$ cat src/jsesc_pkg.sv
package jsesc_pkg;

	// One input word: a raw byte of the string and its framing flags.
	typedef struct packed {
		logic [7:0] data_byte;
		logic       last_of_string;
		logic       no_byte;
	} in_word_t;

	// One output word: a byte of the quoted text and its status.
	typedef struct packed {
		logic [7:0] out_byte;
		logic       last_of_run;
		logic       string_done;
		logic [2:0] error_code;
	} out_word_t;

	// Error codes reported with the closing quote.
	localparam logic [2:0] ERR_NONE       = 3'd0;
	localparam logic [2:0] ERR_CONT       = 3'd1;
	localparam logic [2:0] ERR_CODE       = 3'd2;
	localparam logic [2:0] ERR_LEAD       = 3'd3;
	localparam logic [2:0] ERR_INCOMPLETE = 3'd4;

	// How the byte of a job is written out.
	localparam logic [1:0] KIND_PLAIN = 2'd0;
	localparam logic [1:0] KIND_PAIR  = 2'd1;
	localparam logic [1:0] KIND_UNI   = 2'd2;

	// Code point limits.
	localparam logic [20:0] CP_MIN_2   = 21'h000080;
	localparam logic [20:0] CP_MIN_3   = 21'h000800;
	localparam logic [20:0] CP_MIN_4   = 21'h010000;
	localparam logic [20:0] CP_MAX     = 21'h10FFFF;
	localparam logic [20:0] CP_SURR_LO = 21'h00D800;
	localparam logic [20:0] CP_SURR_HI = 21'h00DFFF;

	// Characters used in the output text.
	localparam logic [7:0] CH_QUOTE = 8'h22;
	localparam logic [7:0] CH_BSL   = 8'h5C;
	localparam logic [7:0] CH_U     = 8'h75;
	localparam logic [7:0] CH_ZERO  = 8'h30;

	// Work handed from the front to the back through the queue.
	typedef struct packed {
		logic       open;
		logic       has_byte;
		logic [1:0] kind;
		logic [7:0] byte_val;
		logic       close;
		logic [2:0] err;
	} job_t;

	localparam int QUEUE_DEPTH = 4;
	localparam int QUEUE_PTR_W = $clog2(QUEUE_DEPTH);

	// Lowercase hexadecimal digit for one nibble.
	function automatic logic [7:0] hex_digit(input logic [3:0] nib);
		logic [7:0] res;
		if (nib < 4'd10) begin
			res = 8'h30 + {4'd0, nib};
		end else begin
			res = 8'h57 + {4'd0, nib};
		end
		return res;
	endfunction

endpackage

$ cat src/jsesc_front.sv
module jsesc_front (
	input  logic               clk,
	input  logic               arst_n,
	input  logic               item_valid,
	output logic               item_stall,
	input  jsesc_pkg::in_word_t item,
	input  logic               q_full,
	output logic               push,
	output jsesc_pkg::job_t    job
);
	import jsesc_pkg::*;

	logic        in_string_q;
	logic [1:0]  pend_q;
	logic [1:0]  seq_q;
	logic [20:0] cp_q;
	logic [2:0]  err_q;

	logic        accept;
	logic [1:0]  pend_eff, seq_eff, pend_nx, seq_nx;
	logic [20:0] cp_eff, cp_nx, cp_shift, minimum;
	logic [2:0]  err_eff, err_nx, err_fin;
	logic [7:0]  b;
	logic [1:0]  kind;
	logic [7:0]  esc;

	// A word is taken whenever the queue has room.
	assign item_stall = q_full;
	assign accept     = item_valid && !q_full;
	assign b          = item.data_byte;

	// UTF-8 check of the incoming byte; a new string starts from a clean state.
	always_comb begin
		pend_eff = in_string_q ? pend_q : 2'd0;
		seq_eff  = in_string_q ? seq_q : 2'd0;
		cp_eff   = in_string_q ? cp_q : 21'd0;
		err_eff  = in_string_q ? err_q : ERR_NONE;
		pend_nx  = pend_eff;
		seq_nx   = seq_eff;
		cp_nx    = cp_eff;
		err_nx   = err_eff;
		cp_shift = {cp_eff[14:0], b[5:0]};
		minimum  = (seq_eff == 2'd1) ? CP_MIN_2 : (seq_eff == 2'd2) ? CP_MIN_3 : CP_MIN_4;
		if (!item.no_byte && err_eff == ERR_NONE) begin
			if (pend_eff != 2'd0) begin
				if (b[7:6] != 2'b10) begin
					err_nx = ERR_CONT;
				end else begin
					cp_nx   = cp_shift;
					pend_nx = pend_eff - 2'd1;
					if (pend_nx == 2'd0 && (cp_shift < minimum || cp_shift > CP_MAX ||
						(cp_shift >= CP_SURR_LO && cp_shift <= CP_SURR_HI))) begin
						err_nx = ERR_CODE;
					end
				end
			end else if (b[7]) begin
				if (b >= 8'hC2 && b <= 8'hDF) begin
					pend_nx = 2'd1;
					seq_nx  = 2'd1;
					cp_nx   = {16'd0, b[4:0]};
				end else if (b >= 8'hE0 && b <= 8'hEF) begin
					pend_nx = 2'd2;
					seq_nx  = 2'd2;
					cp_nx   = {17'd0, b[3:0]};
				end else if (b >= 8'hF0 && b <= 8'hF4) begin
					pend_nx = 2'd3;
					seq_nx  = 2'd3;
					cp_nx   = {18'd0, b[2:0]};
				end else begin
					err_nx = ERR_LEAD;
				end
			end
		end
		err_fin = (item.last_of_string && err_nx == ERR_NONE && pend_nx != 2'd0) ?
			ERR_INCOMPLETE : err_nx;
	end

	// Sort the byte into plain, two-byte escape or unicode escape.
	always_comb begin
		kind = KIND_PLAIN;
		esc  = b;
		case (b)
			8'h22: begin kind = KIND_PAIR; esc = CH_QUOTE; end
			8'h5C: begin kind = KIND_PAIR; esc = CH_BSL; end
			8'h08: begin kind = KIND_PAIR; esc = 8'h62; end
			8'h0C: begin kind = KIND_PAIR; esc = 8'h66; end
			8'h0A: begin kind = KIND_PAIR; esc = 8'h6E; end
			8'h0D: begin kind = KIND_PAIR; esc = 8'h72; end
			8'h09: begin kind = KIND_PAIR; esc = 8'h74; end
			default: begin
				if (b < 8'h20) begin
					kind = KIND_UNI;
				end
			end
		endcase
	end

	// Assemble the job; a word that produces no output is not queued.
	always_comb begin
		job.open     = !in_string_q;
		job.has_byte = !item.no_byte;
		job.kind     = kind;
		job.byte_val = esc;
		job.close    = item.last_of_string;
		job.err      = err_fin;
		push = accept && (!in_string_q || !item.no_byte || item.last_of_string);
	end

	// Validation state; the end of a string returns it to the idle values.
	always_ff @(posedge clk or negedge arst_n) begin
		if (!arst_n) begin
			in_string_q <= 1'b0;
			pend_q      <= 2'd0;
			seq_q       <= 2'd0;
			cp_q        <= 21'd0;
			err_q       <= ERR_NONE;
		end else if (accept) begin
			if (item.last_of_string) begin
				in_string_q <= 1'b0;
				pend_q      <= 2'd0;
				seq_q       <= 2'd0;
				cp_q        <= 21'd0;
				err_q       <= ERR_NONE;
			end else begin
				in_string_q <= 1'b1;
				pend_q      <= pend_nx;
				seq_q       <= seq_nx;
				cp_q        <= cp_nx;
				err_q       <= err_nx;
			end
		end
	end

endmodule

$ cat src/jsesc_queue.sv
module jsesc_queue (
	input  logic            clk,
	input  logic            arst_n,
	input  logic            push,
	input  jsesc_pkg::job_t din,
	output logic            full,
	input  logic            pop,
	output jsesc_pkg::job_t dout,
	output logic            empty
);
	import jsesc_pkg::*;

	job_t                   mem_q [QUEUE_DEPTH];
	logic [QUEUE_PTR_W-1:0] wr_q;
	logic [QUEUE_PTR_W-1:0] rd_q;
	logic [QUEUE_PTR_W:0]   cnt_q;

	assign full  = (cnt_q == (QUEUE_PTR_W+1)'(QUEUE_DEPTH));
	assign empty = (cnt_q == '0);
	assign dout  = mem_q[rd_q];

	// Entry storage.
	always_ff @(posedge clk) begin
		if (push) begin
			mem_q[wr_q] <= din;
		end
	end

	// Pointers and fill count.
	always_ff @(posedge clk or negedge arst_n) begin
		if (!arst_n) begin
			wr_q  <= '0;
			rd_q  <= '0;
			cnt_q <= '0;
		end else begin
			if (push) begin
				wr_q <= wr_q + 1'b1;
			end
			if (pop) begin
				rd_q <= rd_q + 1'b1;
			end
			if (push && !pop) begin
				cnt_q <= cnt_q + 1'b1;
			end else if (pop && !push) begin
				cnt_q <= cnt_q - 1'b1;
			end
		end
	end

endmodule

$ cat src/jsesc_back.sv
module jsesc_back (
	input  logic                 clk,
	input  logic                 arst_n,
	input  logic                 job_valid,
	input  jsesc_pkg::job_t      job,
	output logic                 job_pop,
	output logic                 text_valid,
	input  logic                 text_stall,
	output jsesc_pkg::out_word_t text
);
	import jsesc_pkg::*;

	logic      [2:0] pos_q;
	logic            out_valid_q;
	out_word_t       out_word_q;

	logic       emit;
	logic       is_last;
	logic [2:0] nbody;
	logic [3:0] total;
	logic [2:0] q;
	logic [7:0] body;
	out_word_t  word;

	assign emit    = job_valid && (!out_valid_q || !text_stall);
	assign job_pop = emit && is_last;

	// Length of the run for the current job and the position within it.
	always_comb begin
		nbody = 3'd0;
		if (job.has_byte) begin
			unique case (job.kind)
				KIND_PLAIN: nbody = 3'd1;
				KIND_PAIR:  nbody = 3'd2;
				KIND_UNI:   nbody = 3'd6;
				default:    nbody = 3'd1;
			endcase
		end
		total   = {3'd0, job.open} + {1'b0, nbody} + {3'd0, job.close};
		is_last = ({1'b0, pos_q} == total - 4'd1);
		q       = pos_q - {2'd0, job.open};
	end

	// Byte of the escaped text at the current position.
	always_comb begin
		body = job.byte_val;
		unique case (job.kind)
			KIND_PLAIN: body = job.byte_val;
			KIND_PAIR:  body = (q == 3'd0) ? CH_BSL : job.byte_val;
			KIND_UNI: begin
				case (q)
					3'd0:    body = CH_BSL;
					3'd1:    body = CH_U;
					3'd2:    body = CH_ZERO;
					3'd3:    body = CH_ZERO;
					3'd4:    body = hex_digit(job.byte_val[7:4]);
					default: body = hex_digit(job.byte_val[3:0]);
				endcase
			end
			default: body = job.byte_val;
		endcase
	end

	// Output word with its run and string flags.
	always_comb begin
		if (job.open && pos_q == 3'd0) begin
			word.out_byte = CH_QUOTE;
		end else if (q < nbody) begin
			word.out_byte = body;
		end else begin
			word.out_byte = CH_QUOTE;
		end
		word.last_of_run = is_last;
		word.string_done = is_last && job.close;
		word.error_code  = (is_last && job.close) ? job.err : ERR_NONE;
	end

	// Position counter within the current job.
	always_ff @(posedge clk or negedge arst_n) begin
		if (!arst_n) begin
			pos_q <= 3'd0;
		end else if (emit) begin
			pos_q <= is_last ? 3'd0 : pos_q + 3'd1;
		end
	end

	// Output register, reloaded from the queued job whenever the previous word has gone.
	always_ff @(posedge clk or negedge arst_n) begin
		if (!arst_n) begin
			out_valid_q <= 1'b0;
		end else if (emit) begin
			out_valid_q <= 1'b1;
		end else if (!text_stall) begin
			out_valid_q <= 1'b0;
		end
	end

	always_ff @(posedge clk) begin
		if (emit) begin
			out_word_q <= word;
		end
	end

	assign text_valid = out_valid_q;
	assign text       = out_word_q;

endmodule

$ cat src/json_string_escape_utf8_check.sv
// JSON string quoter with UTF-8 checking. Each input word carries one raw byte of a
// string (or none, for an empty string) and each output word one byte of the quoted
// text: an opening quote before the first byte, two-byte escapes for quote, backslash,
// BS, FF, LF, CR and TAB, \u00xx for other control bytes, and a closing quote flagged
// with string_done that carries the first UTF-8 error of the string (0 means clean);
// downstream must discard a string with a non-zero error_code, as its bytes are
// already out. The input takes one word per cycle while the four-entry job queue has
// room, and the output gives one byte per cycle unless stalled; a plain byte
// becomes one output word and an escape two or six, plus one each for the quotes. An
// accepted byte is registered in the job queue and then in the output register.
module json_string_escape_utf8_check (
	input  logic                 clk,
	input  logic                 arst_n,
	input  logic                 item_valid,
	output logic                 item_stall,
	input  jsesc_pkg::in_word_t  item,
	output logic                 text_valid,
	input  logic                 text_stall,
	output jsesc_pkg::out_word_t text
);
	import jsesc_pkg::*;

	logic push, q_full, q_empty, job_pop;
	job_t job_in, job_out;

	// Front: takes words, checks UTF-8 and classifies bytes.
	jsesc_front u_front (
		.clk        (clk),
		.arst_n     (arst_n),
		.item_valid (item_valid),
		.item_stall (item_stall),
		.item       (item),
		.q_full     (q_full),
		.push       (push),
		.job        (job_in)
	);

	// Short queue between the two halves.
	jsesc_queue u_queue (
		.clk    (clk),
		.arst_n (arst_n),
		.push   (push),
		.din    (job_in),
		.full   (q_full),
		.pop    (job_pop),
		.dout   (job_out),
		.empty  (q_empty)
	);

	// Back: expands each job into output bytes.
	jsesc_back u_back (
		.clk        (clk),
		.arst_n     (arst_n),
		.job_valid  (!q_empty),
		.job        (job_out),
		.job_pop    (job_pop),
		.text_valid (text_valid),
		.text_stall (text_stall),
		.text       (text)
	);

`ifndef NO_ASSERTIONS
	// The closing quote always ends the run of its word.
	a_done_ends_run: assert property (@(posedge clk) disable iff (!arst_n)
		text_valid && text.string_done |-> text.last_of_run)
		else $error("closing quote not marked as end of run");

	// An error is only reported on the closing quote, and only with a defined code.
	a_err_only_done: assert property (@(posedge clk) disable iff (!arst_n)
		text_valid && text.error_code != ERR_NONE |->
			text.string_done && (text.error_code == ERR_CONT ||
			text.error_code == ERR_CODE || text.error_code == ERR_LEAD ||
			text.error_code == ERR_INCOMPLETE))
		else $error("error code outside the closing quote or undefined");

	// The back never takes a job from an empty queue.
	a_pop_nonempty: assert property (@(posedge clk) disable iff (!arst_n)
		job_pop |-> !q_empty)
		else $error("job taken from empty queue");
`endif

endmodule

$ cat config.mk
export PLATFORM = sky130hd
export DESIGN_NAME = json_string_escape_utf8_check
export DESIGN_NICKNAME = d
export VERILOG_FILES = /design/src/jsesc_pkg.sv /design/src/jsesc_front.sv /design/src/jsesc_queue.sv /design/src/jsesc_back.sv /design/src/json_string_escape_utf8_check.sv
export SDC_FILE = /design/constraint.sdc
export NUM_CORES = 1
export LEC_CHECK = 0
export ABC_AREA = 1
export BUFFER_PORTS_ARGS = -buffer_cell sky130_fd_sc_hd__buf_4
export CORE_ASPECT_RATIO = 0.75
export CORE_MARGIN = 2
export CORE_UTILIZATION = 56
export CTS_CLUSTER_SIZE = 8
export DETAILED_ROUTE_END_ITERATION = 8
export PLACE_DENSITY = 0.77
export REMOVE_ABC_BUFFERS = 1
export SLEW_MARGIN = 20
export SYNTH_ARGS = -nofsm -noshare
export SYNTH_HDL_FRONTEND = slang
export SYNTH_SLANG_ARGS = --single-unit
$ cat constraint.sdc
create_clock -name clk -period 4.2 [get_ports clk]
set_input_delay 0.63 -clock clk [delete_from_list [all_inputs] [get_ports clk]]
set_output_delay 0.63 -clock clk [all_outputs]
set_load 0.02 [all_outputs]
# Word-level counts from Yosys, hierarchy flattened
# Memories as Yosys holds them, arrays and structs flattened.
# Cells that the tools add are included.
# classes
bitwise_logic,1
reduce_logical,41
eq_ne,19
n_lt_le_gt_ge,14
addsub,14
n_shift,0
div,0
muxes,57
n_mul,0
# op_table
cell,n
21-bit two-way mux,10
8-bit one-hot mux with 7 select lines,1
3-bit two-way mux,15
"8-bit by 4-bit == test with 1-bit output, second input constant",5
2-bit two-way mux,19
8-bit one-hot mux with 4 select lines,1
"8-bit greater-or-equal comparator, second input constant",3
"8-bit <= comparator, second input constant",3
8-bit two-way mux,3
"21-bit by 16-bit greater-or-equal comparator with 1-bit output, second input constant",1
"21-bit > comparator, second input constant",1
"21-bit by 16-bit <= comparator with 1-bit output, second input constant",1
21-bit < comparator,1
17-bit two-way mux,1
"7-bit by 4-bit adder with 8-bit output, first input constant",2
1-bit logical AND,16
8-bit one-hot mux with 2 select lines,1
3-bit logical NOT,5
"6-bit by 4-bit adder with 7-bit output, first input constant",2
"8-bit by 6-bit == test with 1-bit output, second input constant",1
"8-bit by 7-bit == test with 1-bit output, second input constant",1
1-bit logical NOT,8
"4-bit < comparator, second input constant",2
"8-bit by 6-bit < comparator with 1-bit output, second input constant",1
25 further kinds,42
# word_totals
reg_bits,53
latchBits,0
romBits,0
ramBits,64
mem_count,1
word_cells,161
# mem_list
memory,depth,width,rd,rd_clocked_by_memory_dff,write_ports,line_no,source
u_queue.mem_q,4,16,1,0,1,jsesc_queue.sv:13,job_t mem_q [QUEUE_DEPTH];

# Logic depth before layout (Yosys ltp)
# Gate-level depths: netlist of the first run.
# logic_depth
depth_word,16
depth_mapped,25
ltp_nobuf,22

# Modules after synthesis
# From an unflattened synthesis of the first run, not the netlist that was laid out.
# hier_totals
hier_cells,759
area_unflattened_um2,6734.0
# modules_own_cells
module,instances,area_per_inst_um2,seq_area_each_um2,cells_each
jsesc_queue,1,3209.3,2097.0,234
jsesc_front,1,2038.2,575.6,323
jsesc_back,1,1482.7,490.5,201
json_string_escape_utf8_check,1,3.8,0.0,1

# Least setup slack after synthesis of the first run
# Ideal clock, no wire load.
# synth_path
kind,flip-flop to flip-flop
startpoint,register u_queue.rd_q[0]
endpoint,register u_queue.cnt_q[1]
setup_time_ns,0.125
stages_incl_launch_ff,23
path_slack_ns,-0.162
path_buffers,3
arrival_time_ns,4.237
cell_sequence,dfrtp_1 > buf_6 > inv_6 > buf_6 > clkbuf_1 > nand2_1 > a32oi_1 > inv_1 > ha_1 > nand2_1 > ha_1 > inv_1 > ha_1 > fa_1 > xor2_1 > nor3_1 > nand3_2 > inv_2 > nand2_1 > ha_1 > inv_1 > fa_1 > mux2_2
# synth_between
elab_chain_len,12
elab_cells_between_ends,15
# synth_lines
item,line_no,source
from (decl),jsesc_queue.sv:15,logic [QUEUE_PTR_W-1:0] rd_q;
from (signal assigned),jsesc_queue.sv:40,rd_q <= rd_q + 1'b1;
memory read 4 x 16 bit *,n/a,
2-bit == test / 2-bit by 1-bit == test with 1-bit output (equally long branches),jsesc_back.sv:32,unique case (job.kind)
3-bit one-hot mux with 2 select lines,jsesc_back.sv:32,
3-bit two-way mux,jsesc_back.sv:31,if (job.has_byte) begin
1-bit by 3-bit adder with 4-bit output,jsesc_back.sv:39,"total = {3'd0, job.open} + {1'b0, nbody} + {3'd0, job.close};"
4-bit by 1-bit adder with 4-bit output *,jsesc_back.sv:39,
4-bit by 1-bit subtractor with 4-bit output *,jsesc_back.sv:40,"is_last = ({1'b0, pos_q} == total - 4'd1);"
3-bit by 4-bit == test with 1-bit output *,jsesc_back.sv:40,
net u_back.is_last,jsesc_back.sv:18,logic is_last;
1-bit logical AND *,jsesc_back.sv:26,assign job_pop = emit && is_last;
1-bit logical NOT,jsesc_queue.sv:42,if (push && !pop) begin
1-bit logical AND,jsesc_queue.sv:42,
3-bit two-way mux / 2-bit nonzero test (equally long branches),n/a,
to (signal assigned),jsesc_queue.sv:43,cnt_q <= cnt_q + 1'b1;
to (signal assigned),jsesc_queue.sv:45,cnt_q <= cnt_q - 1'b1;
to (decl),jsesc_queue.sv:16,logic [QUEUE_PTR_W:0] cnt_q;
# Mark *: on every way through the listed nets, which the timed path passes. The rest lies on a longest branch.
# A chain may end at the register's enable or synchronous reset.

# Final worst setup path of the first run
# Ends and elaborated chain as after synthesis.

==> reports/qor.txt, run 1 <==
Pins Over Slew Limit - 0
CTS tree - yes
Logic pwr share - 52.0%
Hold Slack - 223 ps
Synth-to-Final Area Change - 11.2%
Dominant cell type by area after synthesis - edfxtp_1
Core ar. - 11000 um^2
Final Hold Fails - 0
GP Congestion - 0.900
Sequential share of power - 31.4%
CP Max Fanout - 7
XOR/XNOR share of the synthesized area - 1.10%
Antenna Nets Post-Route - 0
Grt total ovfl - 0
IO Pins - 29
Leakage - 3.28 nW
Worst path cell trace - inv_6, nand2_1, a32oi_2, inv_2, ha_4, nand2_1, ha_1, inv_1, ha_2, fa_2, xnor2_2, xor2_1, nor3_2, nand3_2, inv_2, nand2_1, ha_2, inv_2, fa_1, mux2_2
DR WL/cell - 15.9 um
CTS buffer count - 9
All-Layer GR Usage - 25.3%
Class of the worst hold path - input pin to asynchronous set/reset pin
First-pass GRT wire length - 23.6 mm
Nets - 816
Tcrit/Tclk final - 96.2%
Sink Count - 111
Sw power - 2.24 mW
Ys async rst share - 30.6%
Worst-Margin Slew - 994 ps
Hpwl dp - 10.3 mm
Critical path's slowest cell - dfrtp_2
CP Data Required Time - 4450 ps
DP Area - 6690 um^2
Inst Count DP - 903
RR Startpoint - u_queue.rd_q[0]$_DFFE_PN0P_
Int Power - 2.94 mW
Register area share after synthesis - 49.8%
Sw Share - 43.3%
Via count - 5141
Effective utilization at floorplan - 57.8%
Fin crit period - 4040 ps
Compound-cell area share of the yosys netlist - 9.33%
Design area - 7060 um^2
Peak VDD IR - 0.000497 V
Synth Area in Adders - 5.36%
Area share of the largest cell type after synthesis - 36.4%
Max incr delay on CP - 480 ps
Clk root buf - clkbuf_16
Simple-Gate Fraction of Synth Area - 26.5%
Initial DRT Pass Iterations - 5
FF-to-FF setup slack - 160 ps
Largest family of logic cells by synthesized area - simple AND/OR/NAND/NOR gates
Max-Cap Viols - 0
CTS Buffer Depth - 2
RR Endpoint - u_queue.cnt_q[1]$_DFFE_PN0P_
Chip height - 96.2 um
Synth Instances - 741
Clk pwr share - 16.6%
#FFs+latches synth - 111
Largest net degree at the start of global routing - 35
Number of global-route vias before repair - 4800
WL final - 14.6 mm
Violation count after the first detailed-route iteration - 495
CP Class - flop to flop
Multiplexer area fraction after synthesis - 0.177%
DRC - 0
Final setup skew - 5.91 ps
Row count - 33
Die Area - 12200 um^2
CP delay by family, top - adder cells
CP bufs+invs - 5
N_diodes - 0
Syn_area_per_cell - 8.56 um^2
YS warnings - 0
Main synth FF type - edfxtp_1
Status - finished clean
Clk slew on worst S/H paths - 70 ps
Worst reg-to-reg path cell count - 20
Initial antenna violation count - 0
Clock Latency Late Sink - 350 ps
Ranking of synthesized cells by area - edfxtp_1, dfrtp_1, nand2_1
Critical Path Start Type - flop
Post-synth EDFFs - 77
Unique cell type count in the Yosys netlist - 45
Worst relative slew slack - 33.6%
FMAX - 248 MHz
Synth Cell Area - 6350 um^2
Final Non-Filler Cells - 921
# port buffers - 28
Arr. time, crit path - 4280 ps
Share of layout cells above drive strength 1 - 15.2%
Pwr dens - 734 nW/um^2
# fillers - 874
CTS H-tree lvls - 3
Via/cell ratio - 5.58
Finish-stage setup viols - 0
Overall die width - 127 um
Critical path endpoint category - flop
Hold buffer count at CTS - 0
[cell usage in the layout, fill, tap and decap left out, types with 3 or more instances in the layout]
cell       Yosys  layout
dfrtp_1       34      33
o22ai_1        7       7
nand2_2       16      16
ha_1          24      21
edfxtp_1      77      77
nor2_2         5       8
nor2_1        57      54
nand2_1      220     220
nand3_1       53      53
inv_2         10      11
inv_1         81      79
xor2_1         6       6
o21ai_0       37      37
nor3_2         2       3
buf_4          2      41
clkinv_1       2       3
nor3_1         6       5
nand4_1        7       7
a21oi_1       29      29
nand3_2        4       4
o211ai_1       5       5
o2111ai_1      3       3
o21ai_1       10      10
clkbuf_16      0       9
[power groups by stage]
stage	Combinational (mW)	Sequential, mW	Clock [mW]
global placement	2.41	1.63	0
global route	3.00	1.65	0.911
finish	2.70	1.62	0.861
floorplan	1.67	1.75	0
CTS	2.55	1.62	0.868
detailed placement	2.52	1.64	0
[area by class of cell]
class	instances	area (um^2)	area share [%]
Clock buffer	10	239	3.39
Inverter	94	360	5.11
Tap cell	140	175	2.48
Sequential cell	111	3160	44.8
Multi-Input combinational cell	519	2750	39.0
Clock inverter	6	60.1	0.851
Timing Repair Buffer	41	308	4.36
[per-layer routing]
metal	wire length [um]	track usage (%)	part of all wire, %
met5	0	0	0
met4	197	7.05	1.3
met3	1080	5.56	7.3
met2	6680	40.2	46
met1	6680	35.4	46
[worst max-delay path by stage]
stage,endpoint,startpoint,slack [ps],cells after the start
after floorplan,u_queue.cnt_q[1]$_DFFE_PN0P_,u_queue.rd_q[0]$_DFFE_PN0P_,-230,19
after global placement,u_queue.cnt_q[1]$_DFFE_PN0P_,u_queue.rd_q[0]$_DFFE_PN0P_,260,19
after detailed placement,u_queue.cnt_q[1]$_DFFE_PN0P_,u_queue.rd_q[0]$_DFFE_PN0P_,30,19
after CTS,u_queue.cnt_q[1]$_DFFE_PN0P_,u_queue.rd_q[1]$_DFFE_PN0P_,60,19
after global routing,u_queue.cnt_q[2]$_DFFE_PN0P_,u_queue.rd_q[0]$_DFFE_PN0P_,-30,22
final,u_queue.cnt_q[1]$_DFFE_PN0P_,u_queue.rd_q[0]$_DFFE_PN0P_,160,20
[sequential cells by signal (all words and copies together) (netlist names)]
name / flops
u_queue.mem_q: 64
u_front.cp_q: 15
u_back.text: 13
u_back.pos_q: 3
u_front.err_q: 3
u_queue.cnt_q: 3
u_front.pend_q: 2
u_front.seq_q: 2
u_queue.rd_q: 2
u_queue.wr_q: 2
u_back.text_valid: 1
u_front.in_string_q: 1
[timing repair]
| action | in CTS | in global routing |
|---|---|---|
| gates cloned | 0 | 0 |
| setup buffers | 0 | 2 |
| pin swaps | 0 | 5 |
| endpoints found under the setup margin | 1 | 2 |
| resized for setup | 2 | 10 |
[worst register-to-register path: cells and delay by family, from the launching register on]
kind            cells  cell delay, ps
fa+ha+maj           6            1690
simple gates        5             570
buf+inv             5             360
xor+xnor            2             290
compound gates      1             270
flops               1             480
mux                 1             260
[cell families (layout without fill, tap and decap cells)]
group	Yosys count	after routing
AND/OR/NAND/NOR	380	380
multiplexers	1	1
AO/OA/AOI/OAI	104	104
buffers and inverters	111	151
XOR/XNOR	8	8
flip-flops	111	111
adder cells (fa/ha/maj)	26	26
[synth_stat cells, types with 2 or more instances]
| cell | number |
|---|---|
| o21ai_2 | 2 |
| nand2_2 | 16 |
| nor2_8 | 2 |
| dfrtp_1 | 34 |
| fa_1 | 2 |
| inv_1 | 81 |
| nand3_2 | 4 |
| o21ai_1 | 10 |
| nand3_1 | 53 |
| a21oi_1 | 29 |
| nor2_4 | 2 |
| nor2_2 | 5 |
| nand4_1 | 7 |
| a31oi_1 | 2 |
| xnor2_1 | 2 |
| nor3_2 | 2 |
| inv_2 | 10 |
| nor3_1 | 6 |
| buf_2 | 5 |
| o2111ai_1 | 3 |
| nand2_1 | 220 |
| clkinv_1 | 2 |
| buf_4 | 2 |
| a22o_1 | 2 |
| buf_6 | 7 |
| o22ai_1 | 7 |
| or2_1 | 2 |
| edfxtp_1 | 77 |
| o21ai_0 | 37 |
| clkbuf_1 | 3 |
| o211ai_1 | 5 |
| nand2_4 | 2 |
| ha_1 | 24 |
| a32oi_1 | 2 |
| nor2_1 | 57 |
| xor2_1 | 6 |
[per-stage QoR]
stage          TNS, ps  worst slack (ps)  total power [mW]  util [%]
6_report             0               160              5.18      64.3
5_1_grt          -56.9             -29.7              5.56      64.3
4_1_cts              0              56.7              5.04      63.7
3_5_place_dp         0              26.3              4.16      60.9
3_3_place_gp         0               264              4.04      60.9
2_1_floorplan     -370              -226              3.41         -
Power figures use the tool's default switching activity.
==> run 2, diff against run 1 <==
- CORE_UTILIZATION: 56 -> 62
- PLACE_DENSITY: 0.77 -> 0.8
- clock period: 4.2 -> 3.9 ns (I/O delays scaled with it)
==> run 2 against run 1 <==
Combinational power is 22% higher. Core utilization is 9.4 points higher. Wire length is 3.3% higher. Clock skew is 5.2 ps higher. Sequential power is 9% higher. Count of clock-buffer cells in the layout is 1 lower. Critical path type unchanged. Largest cell class unchanged. Largest power group unchanged.
==> reports/qor.txt, run 2 (same netlist as run 1, synthesis figures left out) <==
Critical path's slowest cell - fa_2
Nets - 836
Met3 GRT Util - 5.10%
Biggest register - u_queue.mem_q
Gr busiest metal - met2
Finish-stage setup viols - 0
Sink Count - 111
Share of layout cells above drive strength 1 - 17.7%
Critical Path Start Type - flop
Clk root buf - clkbuf_16
Antenna Nets Post-Route - 0
FMAX - 262 MHz
CP Max Fanout - 7
Effective utilization at floorplan - 64.7%
Final Hold Fails - 0
Violation count after the first detailed-route iteration - 608
CP delay by family, top - adder cells
CTS tree - yes
Fin crit period - 3820 ps
Initial antenna violation count - 0
N_diodes - 0
First-pass GRT wire length - 24.4 mm
Tcrit/Tclk final - 97.9%
DRC - 0
Synth-to-Final Area Change - 14.0%
Clk slew on worst S/H paths - 80 ps
Largest net degree at the start of global routing - 35
GP Congestion - 0.894
WL final - 15.1 mm
CTS buffer count - 9
DP Area - 6760 um^2
CTS H-tree lvls - 3
Pins Over Slew Limit - 0
Worst-Margin Slew - 618 ps
Most frequent CP cell - ha_4
Most frequent cells in the layout - nand2_1, inv_1, edfxtp_1, buf_4, nor2_1
Final setup skew - 11.1 ps
Number of global-route vias before repair - 4989
Overall die width - 121 um
Core ar. - 9810 um^2
Arr. time, crit path - 4060 ps
Via/cell ratio - 5.75
Die Area - 11100 um^2
Class of the worst hold path - input pin to asynchronous set/reset pin
Initial DRT Pass Iterations - 5
# port buffers - 28
Max incr delay on CP - 540 ps
CP Data Required Time - 4150 ps
Leakage - 3.38 nW
CP Class - flop to flop
CTS Buffer Depth - 2
Status - finished clean
DR WL/cell - 16.2 um
Peak VDD IR - 0.000553 V
Leading cell type in the layout, fill and taps excluded - nand2_1
Met1 track demand over resource - 42.4%
Row count - 31
M2 GR Usage - 43.9%
Via count - 5363
Clock Latency Late Sink - 350 ps
CP bufs+invs - 5
Pwr dens - 820 nW/um^2
Hold buffer count at CTS - 0
All-Layer GR Usage - 28.6%
Critical path endpoint category - flop
IO Pins - 29
Hold Slack - 191 ps
Design area - 7230 um^2
Worst path cell trace - clkinv_4, nand2_1, a32oi_2, inv_2, ha_4, nand2_4, ha_4, inv_2, ha_4, fa_2, xor2_2, nor3_2, nand3_2, inv_2, nand2_4, ha_4, inv_4, fa_1, mux2_4
Sum Neg Setup Slack - 0 ps
Hpwl dp - 10.8 mm
Max-Cap Viols - 0
Max reg flops - 64
Worst relative slew slack - 58.6%
Chip height - 91.6 um
Grt total ovfl - 0
run 2: changes by cell type in the layout (fill, tap and decap cells not counted), moves of 2 or more:
cell        delta
nor2_1         +3
nand2_1        -3
nor2_2         -3
clkinvlp_4     +2
nand2_4        +2
ha_4           +3
clkinv_2       -2
buf_4         +20
ha_2           -2
run 2: repair_timing:
action / CTS / global route
setup buffers: 9 / 2
resized for setup: 15 / 9
pin swaps: 11 / 8
endpoints found under the setup margin: 2 / 4
run 2: power by group:
| part | switching [mW] | internal [mW] | leakage (nW) |
|---|---|---|---|
| Sequential | 0.134 | 1.62 | 1.17 |
| Clock | 0.432 | 0.440 | 0.128 |
| Combinational | 2.02 | 1.28 | 2.08 |
run 2: through the flow:
step,instances,power [mW],setup slack (ps),utilization [%]
floorplan,724,3.68,-526,-
global placement,906,4.48,-18.4,68.9
detailed placement,906,4.60,-177,68.9
CTS,931,5.70,-4.83,73.0
global route,933,6.34,-30.7,73.7
finish,933,5.93,81.9,73.7
run 2: metal layers:
layer | share of wire [%] | vias up | wire length, um
li1 | - | 2553 | -
met1 | 44 | 2552 | 6660
met2 | 46 | 239 | 6950
met3 | 8.8 | 19 | 1320
met4 | 1.2 | 0 | 187
met5 | 0 | - | 0
run 2: final cells by class:
class                           instances  area [um^2]
Sequential cell                       111         3160
Multi-Input combinational cell        519         2800
Fill cell                             718         2580
Timing Repair Buffer                   61          458
Inverter                               94          360
Clock buffer                            9          225
Tap cell                              132          165
Clock inverter                          7         55.1
run 2: final timing paths:
check	startpoint	endpoint	slack (ps)	depth (start not counted)
min reg2reg	u_front.cp_q[14]$_DFFE_PN0P_	u_front.cp_q[14]$_DFFE_PN0P_	480	2
max reg2reg	u_queue.rd_q[0]$_DFFE_PN0P_	u_queue.cnt_q[1]$_DFFE_PN0P_	80	19
max	u_queue.rd_q[0]$_DFFE_PN0P_	u_queue.cnt_q[1]$_DFFE_PN0P_	80	19
min in group clk	item[1]	u_queue.mem_q[0][3]$_DFFE_PP_	460	1
max in group asynchronous	arst_n	u_queue.rd_q[0]$_DFFE_PN0P_	3340	1
min	arst_n	u_front.cp_q[14]$_DFFE_PN0P_	190	1
==> run 3, diff against run 2 <==
- PLACE_DENSITY: 0.8 -> 0.77
==> run 3 against run 2 <==
Register-to-register slack improved by 20 ps. Non-clock buffer count did not move. Highest routed layer unchanged. Cell area rose by 0.16%. Die area did not move. Power fell by 0.34%. Fmax rose by 0.48%. Count of clock-buffer cells in the layout rose by 2. Core utilization rose by 0.11 points. Largest cell class unchanged.
==> reports/qor.txt, run 3 (same netlist as run 1, synthesis figures left out) <==
FF-to-FF setup slack - 100 ps
Peak VDD IR - 0.000541 V
Max reg flops - 64
Tcrit/Tclk final - 97.4%
Worst relative slew slack - 58.0%
DR WL/cell - 16.2 um
Row count - 31
CP startpoint - u_queue.rd_q[0]$_DFFE_PN0P_
Max-Cap Viols - 0
Chip height - 91.6 um
CP Data Required Time - 4140 ps
Pins Over Slew Limit - 0
Synth-to-Final Area Change - 14.1%
All-Layer GR Usage - 28.0%
CTS H-tree lvls - 3
Met1 track demand over resource - 42.1%
Critical path endpoint category - flop
Grt total ovfl - 0
Effective utilization at floorplan - 64.7%
Worst-Margin Slew - 626 ps
Leakage - 3.38 nW
RR Endpoint - u_queue.cnt_q[1]$_DFFE_PN0P_
Core ar. - 9810 um^2
Status - finished clean
Critical path capture point - u_queue.cnt_q[1]$_DFFE_PN0P_
Clk root buf - clkbuf_16
# fillers - 712
Final Hold Fails - 0
CP bufs+invs - 4
Nets - 836
Initial DRT Pass Iterations - 5
Arr. time, crit path - 4040 ps
RR Startpoint - u_queue.rd_q[0]$_DFFE_PN0P_
Most frequent cells in the layout - nand2_1, inv_1, edfxtp_1, buf_4, nor2_1
GP Congestion - 0.962
CTS Buffer Depth - 2
RSZ-0062 raised after global routing - yes
N_diodes - 0
CTS tree - yes
Clock Latency Late Sink - 350 ps
Worst reg-to-reg path cell count - 18
Share of layout cells above drive strength 1 - 18.1%
Sink Count - 111
CP Class - flop to flop
CP Max Fanout - 5
Final setup skew - 10.6 ps
Number of global-route vias before repair - 4939
Critical Path Start Type - flop
Post-layout total power - 5.91 mW
Met3 GRT Util - 5.91%
Class of the worst hold path - input pin to asynchronous set/reset pin
CTS buffer count - 9
Hold buffer count at CTS - 0
Worst Setup Slack, final - 100 ps
Overall die width - 121 um
Fin crit period - 3800 ps
Hpwl dp - 10.8 mm
DRC - 0
Via count - 5286
Largest net degree at the start of global routing - 35
Biggest register - u_queue.mem_q
Die Area - 11100 um^2
Worst path depth - 18
CP delay by family, top - adder cells
Clk slew on worst S/H paths - 70 ps
Worst path cell trace - buf_4, a21oi_2, a32oi_2, ha_4, nand2_4, ha_4, inv_2, ha_4, fa_2, xor2_2, nor3_2, nand3_2, inv_2, nand2_2, ha_2, inv_2, fa_2, mux2_4
FMAX - 263 MHz
Dpl ws - -192 ps
First-pass GRT wire length - 24.2 mm
WL final - 15.1 mm
Gr busiest metal - met1
IO Pins - 29
Antenna Nets Post-Route - 0
Via/cell ratio - 5.67
Leading cell type in the layout, fill and taps excluded - nand2_1
Violation count after the first detailed-route iteration - 583
Finish-stage setup viols - 0
Critical path's slowest cell - fa_2
# port buffers - 28
Initial antenna violation count - 0
Pwr dens - 816 nW/um^2
M2 GR Usage - 41.5%
Max incr delay on CP - 550 ps
## run 3: changes by cell type in the layout (fill, tap and decap cells not counted), sizes merged
cell and delta:
inv -2, clkbuf +2
## run 3: routing by layer
layer | share of wire [%] | vias up
met3 | 8.4 | 17
met2 | 45 | 214
met4 | 1.0 | 0
met5 | 0 | -
met1 | 46 | 2497
li1 | - | 2558
## run 3: cell type report
| cell class | count | area (um^2) | share of cell area, % |
|---|---|---|---|
| Clock inverter | 5 | 40.0 | 0.553 |
| Multi-Input combinational cell | 519 | 2800 | 38.7 |
| Tap cell | 132 | 165 | 2.28 |
| Timing Repair Buffer | 61 | 458 | 6.32 |
| Sequential cell | 111 | 3160 | 43.7 |
| Clock buffer | 11 | 254 | 3.51 |
| Inverter | 94 | 358 | 4.94 |
## run 3: through the flow
step,cell area [um^2],hold slack (ps),setup TNS [ps],cells,utilization (%)
after CTS,7130,204,0,927,72.7
final,7240,196,0,933,73.8
after detailed placement,6760,466,-320,907,68.9
after global placement,6760,463,-9.21,907,68.9
after global routing,7240,219,-82.6,933,73.8
after floorplan,6220,289,-1030,724,-
## run 3: what timing repair did
action / in CTS / in global routing
gates resized for setup: 11 / 15
buffers inserted: 4 / 6
setup endpoints to repair: 2 / 2
pin swaps: 7 / 11
## run 3: worst min-delay path by stage
| stage | endpoint | depth (start not counted) |
|---|---|---|
| floorplan | u_back.pos_q[0]$_DFFE_PN0P_ | 0 |
| global placement | u_front.cp_q[4]$_DFFE_PN0P_ | 2 |
| detailed placement | u_front.cp_q[4]$_DFFE_PN0P_ | 2 |
| CTS | u_front.cp_q[14]$_DFFE_PN0P_ | 1 |
| global route | u_front.cp_q[10]$_DFFE_PN0P_ | 1 |
| finish | u_front.cp_q[14]$_DFFE_PN0P_ | 1 |
## run 3: power breakdown
| part | internal (mW) | switching [mW] | total, mW |
|---|---|---|---|
| combinational | 1.25 | 2.00 | 3.25 |
| sequential | 1.62 | 0.143 | 1.77 |
| clock | 0.476 | 0.421 | 0.897 |
| total | 3.35 | 2.56 | 5.91 |
